<file path="config.mk">
export PLATFORM = sky130hd
export DESIGN_NAME = speed_time_segment_encoder
export DESIGN_NICKNAME = d
export VERILOG_FILES = /design/src/hw/rtl/stse_pkg.sv /design/src/hw/rtl/stse_digits.sv /design/src/hw/rtl/stse_format.sv /design/src/hw/rtl/speed_time_segment_encoder.sv
export SDC_FILE = /design/constraint.sdc
export NUM_CORES = 1
export LEC_CHECK = 0
export BUFFER_PORTS_ARGS = -buffer_cell sky130_fd_sc_hd__buf_2
export CORE_MARGIN = 2
export CORE_UTILIZATION = 50
export DETAILED_ROUTE_END_ITERATION = 10
export HOLD_SLACK_MARGIN = 0.08
export PLACE_DENSITY_LB_ADDON = 0.08
export SLEW_MARGIN = 20
export SYNTH_ARGS = -nofsm -noshare
export SYNTH_HDL_FRONTEND = slang
export SYNTH_SLANG_ARGS = --single-unit
</file>
<file path="constraint.sdc">
create_clock -name clk -period 11.8 [get_ports clk]
set_clock_uncertainty 0.15 [all_clocks]
set_input_delay 0 -clock clk [delete_from_list [all_inputs] [get_ports clk]]
set_output_delay 0 -clock clk [all_outputs]
set_load 0.02 [all_outputs]
</file>
<file path="src/hw/rtl/stse_pkg.sv">
// Shared types, constants and the digit segment table for the speed/time
// segment encoder. No dependencies.
`default_nettype none

package stse_pkg;

  // Input word: one display refresh request
  typedef struct packed {
    logic [13:0] speed_value;
    logic [12:0] time_seconds;
    logic        speed_digits_blank;
    logic        time_digits_blank;
    logic        unit_icons_blank;
    logic        lock_icons_blank;
    logic        speed_in_rcf;
    logic        lid_locked;
  } stse_in_t;

  // Output word: panel bytes for addresses 0, 2, 4, 6, 8 and 10
  typedef struct packed {
    logic [7:0] segment_byte_0;
    logic [7:0] segment_byte_2;
    logic [7:0] segment_byte_4;
    logic [7:0] segment_byte_6;
    logic [7:0] segment_byte_8;
    logic [7:0] segment_byte_10;
    logic       time_in_minutes;
  } stse_out_t;

  // Decimal digits and blanking status handed from the splitter to the formatter
  typedef struct packed {
    logic [3:0] spd_hund;
    logic [3:0] spd_tens;
    logic [3:0] spd_units;
    logic       spd_ge100;
    logic       spd_ge10;
    logic [3:0] time_tens;
    logic [3:0] time_units;
    logic       minutes;
  } stse_digits_t;

  localparam logic [12:0] TIME_MAX_SECONDS = 13'd5999;
  localparam logic [12:0] MINUTE_SECONDS   = 13'd60;

  // Reciprocals: floor(x * RECIP >> SHIFT) equals the quotient over the used range
  localparam logic [15:0] RECIP_10_SPD   = 16'd52429;  // >> 19, speed / 10
  localparam logic [12:0] RECIP_100_SPD  = 13'd5243;   // >> 19, speed / 100
  localparam logic [14:0] RECIP_1000_SPD = 15'd16778;  // >> 24, speed / 1000
  localparam logic [14:0] RECIP_60_TIME  = 15'd17477;  // >> 20, seconds / 60
  localparam logic [12:0] RECIP_600_TIME = 13'd6991;   // >> 22, seconds / 600
  localparam logic [6:0]  RECIP_10_SEC   = 7'd103;     // >> 10, seconds below 60 / 10

  function automatic logic [7:0] digit_seg(input logic [3:0] d);
    logic [7:0] code;
    case (d)
      4'd0:    code = 8'h5F;
      4'd1:    code = 8'h06;
      4'd2:    code = 8'h3D;
      4'd3:    code = 8'h2F;
      4'd4:    code = 8'h66;
      4'd5:    code = 8'h6B;
      4'd6:    code = 8'h7B;
      4'd7:    code = 8'h0E;
      4'd8:    code = 8'h7F;
      4'd9:    code = 8'h6F;
      default: code = 8'h00;
    endcase
    return code;
  endfunction

endpackage

`default_nettype wire

</file>
<file path="src/hw/rtl/stse_digits.sv">
// Splits speed and time into decimal digits with reciprocal multiplies.
// Depends on stse_pkg.
`default_nettype none

module stse_digits
  import stse_pkg::*;
(
  input  wire logic [13:0] speed,
  input  wire logic [12:0] tsec,
  output stse_digits_t     digits
);

  logic [29:0] sp_p10;
  logic [26:0] sp_p100;
  logic [28:0] sp_p1000;
  logic [10:0] q10;
  logic [7:0]  q100;
  logic [4:0]  q1000;
  logic [13:0] q10_x10;
  logic [10:0] q100_x10;
  logic [7:0]  q1000_x10;
  logic [13:0] units_diff;
  logic [10:0] tens_diff;
  logic [7:0]  hund_diff;

  logic [12:0] tsat;
  logic        minutes;
  logic [27:0] t_p60;
  logic [25:0] t_p600;
  logic [6:0]  mins;
  logic [3:0]  min_tens;
  logic [6:0]  min_tens_x10;
  logic [6:0]  min_units_diff;
  logic [5:0]  secs;
  logic [12:0] s_p10;
  logic [2:0]  sec_tens;
  logic [5:0]  sec_tens_x10;
  logic [5:0]  sec_units_diff;

  // Speed: each digit comes straight from the input, no chained divides
  assign sp_p10   = speed * RECIP_10_SPD;
  assign sp_p100  = speed * RECIP_100_SPD;
  assign sp_p1000 = speed * RECIP_1000_SPD;
  assign q10      = sp_p10[29:19];
  assign q100     = sp_p100[26:19];
  assign q1000    = sp_p1000[28:24];

  assign q10_x10    = {q10, 3'b000} + {2'b00, q10, 1'b0};
  assign q100_x10   = {q100, 3'b000} + {2'b00, q100, 1'b0};
  assign q1000_x10  = {q1000, 3'b000} + {2'b00, q1000, 1'b0};
  assign units_diff = speed - q10_x10;
  assign tens_diff  = q10 - q100_x10;
  assign hund_diff  = q100 - q1000_x10;

  // Time: saturate, then minutes or seconds
  assign tsat    = (tsec > TIME_MAX_SECONDS) ? TIME_MAX_SECONDS : tsec;
  assign minutes = (tsat >= MINUTE_SECONDS);

  assign t_p60          = tsat * RECIP_60_TIME;
  assign t_p600         = tsat * RECIP_600_TIME;
  assign mins           = t_p60[26:20];
  assign min_tens       = t_p600[25:22];
  assign min_tens_x10   = {min_tens, 3'b000} + {2'b00, min_tens, 1'b0};
  assign min_units_diff = mins - min_tens_x10;

  assign secs           = tsat[5:0];
  assign s_p10          = secs * RECIP_10_SEC;
  assign sec_tens       = s_p10[12:10];
  assign sec_tens_x10   = {sec_tens, 3'b000} + {2'b00, sec_tens, 1'b0};
  assign sec_units_diff = secs - sec_tens_x10;

  always_comb begin
    digits.spd_units  = units_diff[3:0];
    digits.spd_tens   = tens_diff[3:0];
    digits.spd_hund   = hund_diff[3:0];
    digits.spd_ge100  = (speed > 14'd99);
    digits.spd_ge10   = (speed > 14'd9);
    digits.minutes    = minutes;
    if (minutes) begin
      digits.time_tens  = min_tens;
      digits.time_units = min_units_diff[3:0];
    end else begin
      digits.time_tens  = {1'b0, sec_tens};
      digits.time_units = sec_units_diff[3:0];
    end
  end

endmodule

`default_nettype wire

</file>
<file path="src/hw/rtl/stse_format.sv">
// Maps digits to segment codes and places icons into the panel bytes.
// Depends on stse_pkg.
`default_nettype none

module stse_format
  import stse_pkg::*;
(
  input  wire stse_in_t     in_word,
  input  wire stse_digits_t digits,
  output stse_out_t         out_word
);

  logic [7:0] hund_seg;
  logic [7:0] tens_seg;
  logic [7:0] units_seg;
  logic [7:0] ttens_seg;
  logic [7:0] tunits_seg;
  logic       icons_on;
  logic       lock_on;

  assign icons_on = !in_word.unit_icons_blank;
  assign lock_on  = !in_word.lock_icons_blank;

  always_comb begin
    hund_seg   = 8'h00;
    tens_seg   = 8'h00;
    units_seg  = 8'h00;
    ttens_seg  = 8'h00;
    tunits_seg = 8'h00;
    // Blank leading speed zeros; the speed units digit shows unless speed digits are blanked
    if (!in_word.speed_digits_blank) begin
      if (digits.spd_ge100) hund_seg = digit_seg(digits.spd_hund);
      if (digits.spd_ge10)  tens_seg = digit_seg(digits.spd_tens);
      units_seg = digit_seg(digits.spd_units);
    end
    if (!in_word.time_digits_blank) begin
      ttens_seg  = digit_seg(digits.time_tens);
      tunits_seg = digit_seg(digits.time_units);
    end
  end

  always_comb begin
    out_word.segment_byte_0  = {icons_on & in_word.speed_in_rcf, hund_seg[6:0]};
    out_word.segment_byte_2  = {lock_on & in_word.lid_locked, tens_seg[6:0]};
    out_word.segment_byte_4  = {lock_on & !in_word.lid_locked, units_seg[6:0]};
    out_word.segment_byte_6  = {icons_on & !in_word.speed_in_rcf, ttens_seg[6:0]};
    // Address 8: lid base, upper time-units segments, min icon, sec icon
    out_word.segment_byte_8  = {lock_on, tunits_seg[6:4], icons_on & digits.minutes,
                                2'b00, icons_on & !digits.minutes};
    out_word.segment_byte_10 = {tunits_seg[3:0], 4'b0000};
    out_word.time_in_minutes = digits.minutes;
  end

endmodule

`default_nettype wire

</file>
<file path="src/hw/rtl/speed_time_segment_encoder.sv">
// Top level of the speed/time segment encoder: input register, digit split,
// formatting and output register. Depends on stse_pkg, stse_digits, stse_format.
`default_nettype none

// Takes one word per clock while out_ready is high and gives one result word for
// it: the word is captured in an input register, split into digits and formatted
// in one combinational pass, and held in an output register until taken. in_ready
// drops only while both registers are full and out_ready is low.
module speed_time_segment_encoder
  import stse_pkg::*;
(
  input  wire logic     clk,
  input  wire logic     rst,
  input  wire logic     in_valid,
  output logic          in_ready,
  input  wire stse_in_t in_word,
  output logic          out_valid,
  input  wire logic     out_ready,
  output stse_out_t     out_word
);

  logic         stage_valid;
  stse_in_t     stage_word;
  logic         out_advance;
  stse_digits_t digits;
  stse_out_t    result;

  assign out_advance = !out_valid || out_ready;
  assign in_ready    = !stage_valid || out_advance;

  always_ff @(posedge clk) begin
    if (rst) begin
      stage_valid <= 1'b0;
      out_valid   <= 1'b0;
    end else begin
      if (in_ready) stage_valid <= in_valid;
      if (out_advance) out_valid <= stage_valid;
    end
  end

  always_ff @(posedge clk) begin
    if (in_valid && in_ready) stage_word <= in_word;
    if (out_advance && stage_valid) out_word <= result;
  end

  stse_digits u_digits (
    .speed  (stage_word.speed_value),
    .tsec   (stage_word.time_seconds),
    .digits (digits)
  );

  stse_format u_format (
    .in_word  (stage_word),
    .digits   (digits),
    .out_word (result)
  );

endmodule

`default_nettype wire

</file>
==> metrics.yaml <==
io_buffers: 81
synth.avg_cell_area_um2: 10.2
drt_iter0_markers: 543
hold_class: "primary input to flip-flop"
critPathCaptureType: "flip-flop"
start_kind: "flip-flop"
layout_min_cycle_time_ps: 8730
grt_usage_pct: 22.9
wl_per_cell_um: 17.0
drtAntennaViolNets: 0
wirelength_um: 38500
cts_buffers: 9
postCtsSetupBuffers: 0
synth-warning-count: 0
initial_core_util_pct: 50.9
num_vias: 11500
area_growth_pct: 9.40
cp.required_ps: 11810
fillCellCount: 3018
fp.dieH_um: 189
hold_ws_ps: 178
relSlewSlack_pct: 36.3
layout-drive-gt1-share_pct: 7.06
async_reset_ff_share_pct: 0
grt_overflow: 0
synth_top_area_share_pct: 33.2
cts_sinks: 78
cts_tree: "yes"
finalCritPeriodShare_pct: 74.0
cap_viol_max_count: 0
fin_cells: 2262
synth.cell_area_um2: 17200
ys_seq_area_share_pct: 13.5
crit_fanout: 10
fin_setup_tns_ps: 0
dpl-instance-area_um2: 18100
hold_violations: 0
gp_congestion: 0.884
synth_cell_types: 73
final_area_um2: 18800
rsz0062_at_grt: "false"
cts_root_buffer: "clkbuf_16"
clock_latency_ps: 390
worstMarginPinSlew_ps: 956
path_clk_slew_ps: 70
dieArea_um2: 35800
place_inst: 2208
num-nets-final: 2511
synth.area.top_cells: "ha_1, fa_1, edfxtp_1"
grt_pass1_wl_um: 63400
viasPerCell: 5.08
core_um2: 33700
num_antenna_cells: 0
grt_pass1_vias: 12070
setup_viol: 0
io-pin-count: 88
clockBufferDepth: 2
antenna_found_initial: 0
post-route-drc-count: 0
die_width_um: 189
status: "finished, final reports clean"
rows: 67
cts_max_level: 3
synth_edf_count: 76
max_freq_mhz: 115
dp_hpwl_um: 32900
path_class: "flip-flop to flip-flop"
cp.arrival_ps: 8740
synth_seq_cells: 78
ys.flop_type: "edfxtp_1"
syn_inst: 1684
drv_slew: 0
synth_area_leader_cell: "ha_1"
dr.pass1.iters: 5
grt_start_max_net_pins: 44
[worst paths after layout]
kind / start / endpoint / slack (ps) / cells after the start
max reg2reg: stage_word[12]$_DFFE_PP_ / out_word[14]$_SDFFCE_PP0P_ / 3070 / 25
min reg2reg: stage_valid$_SDFFE_PP0N_ / out_valid$_SDFFE_PP0P_ / 370 / 2
max: stage_word[12]$_DFFE_PP_ / out_word[14]$_SDFFCE_PP0P_ / 3070 / 25
min: in_word[13] / stage_word[13]$_DFFE_PP_ / 180 / 2
[layout make-up]
cell class / instances / area [um2] / share of cell area [%]
inverter: 424 / 1590 / 8.48
sequential: 78 / 2320 / 12.4
tap: 448 / 561 / 2.99
multi-input combinational: 1172 / 13200 / 70.2
clock buffer: 9 / 225 / 1.20
timing repair buffer: 124 / 838 / 4.46
clock inverter: 7 / 65.1 / 0.346
[Yosys cell counts, types with 10 or more instances]
cell type / count
fa_1: 210
ha_1: 455
xnor2_1: 47
a21oi_1: 56
inv_1: 424
nand2_1: 53
o21a_1: 11
a21o_1: 33
a211oi_1: 10
edfxtp_1: 76
nand4_1: 13
nor2b_1: 10
nand3_1: 19
nor2_1: 45
xor2_1: 18
o21ai_0: 33
o211ai_1: 10
[state kept, by name, summed over array words and instances, names as in the netlist]
register / cells
out_word: 43
stage_valid: 1
stage_word: 33
out_valid: 1
[cell usage in the layout, fill, tap and decap left out, drive strengths merged, types with 3 or more instances in the layout]
| master | synthesis | final |
|---|---|---|
| nor4 | 4 | 4 |
| or2 | 7 | 7 |
| and4 | 4 | 4 |
| o31ai | 4 | 4 |
| mux2 | 4 | 4 |
| mux2i | 7 | 7 |
| nand2b | 7 | 7 |
| xor2 | 18 | 18 |
| o2111ai | 4 | 4 |
| dlygate4sd3 | 0 | 36 |
| clkbuf | 8 | 10 |
| fa | 210 | 210 |
| and2 | 9 | 9 |
| a31oi | 9 | 9 |
| buf | 6 | 87 |
| o211ai | 10 | 10 |
| xnor2 | 47 | 47 |
| o21ai | 36 | 36 |
| nor3 | 8 | 8 |
| a21o | 34 | 34 |
| nand4 | 13 | 13 |
| nor2b | 10 | 10 |
| edfxtp | 76 | 76 |
| o21bai | 9 | 9 |
| a31o | 4 | 4 |
| or3 | 8 | 8 |
| and3 | 8 | 8 |
| nand3 | 19 | 19 |
| a21boi | 3 | 3 |
| a21oi | 57 | 57 |
| xnor3 | 4 | 4 |
| inv | 424 | 428 |
| a22oi | 3 | 3 |
| o21a | 11 | 11 |
| nand2 | 53 | 53 |
| conb | 1 | 6 |
| a211oi | 10 | 10 |
| ha | 455 | 455 |
| nor2 | 45 | 45 |
[stage by stage]
stage	util, %	worst slack [ps]
3_3_place_gp	53.7	3330
3_5_place_dp	53.7	2990
6_report	55.7	3070
5_1_grt	55.7	2420
2_1_floorplan	-	4080
4_1_cts	55.6	3020
[metal layers]
| metal | up-vias | global-route usage, % | share of wire (%) |
|---|---|---|---|
| met3 | 19 | 4.37 | 4.4 |
| met2 | 178 | 36.0 | 44 |
| met4 | 0 | 3.40 | 0.82 |
| met5 | - | 0 | 0 |
| met1 | 5527 | 33.6 | 51 |
| li1 | 5776 | - | - |
[critical path: stages (launching register included)]
cell and delay (ps):
edfxtp_1 480, a31oi_1 240, o21bai_1 130, and2_1 270, nor2_1 480, inv_1 430
ha_1 600, fa_1 510, fa_1 540, fa_1 560, inv_1 60, fa_1 540
inv_1 50, ha_1 200, a211o_1 310, a21oi_2 120, o21ai_1 80, or2_1 250
a211oi_1 280, xnor2_1 350, ha_1 370, a21boi_1 150, xnor3_2 490, xnor2_1 330
o21ai_1 180, o311ai_0 370
[kinds of logic (layout without fill, tap and decap cells)]
family,count (synthesis),after routing,synth area share [%]
and+or+nand+nor,204,204,5.98
AOI/OAI and AO/OA,217,217,8.38
muxes,11,11,0.671
DFF,78,78,13.5
xor gates and xnor gates,69,69,3.86
adders and majority gates,665,665,57.7
buffers and inverters,439,564,9.89
other,1,6,0.0218
[repair_timing]
item	in CTS	in global routing
resized for setup	0	0
endpoints found under the hold margin	35	0
hold buffers	36	0
Power is not shown: default switching activity piles up to over one toggle a cycle in this logic, so the estimate is an artifact.
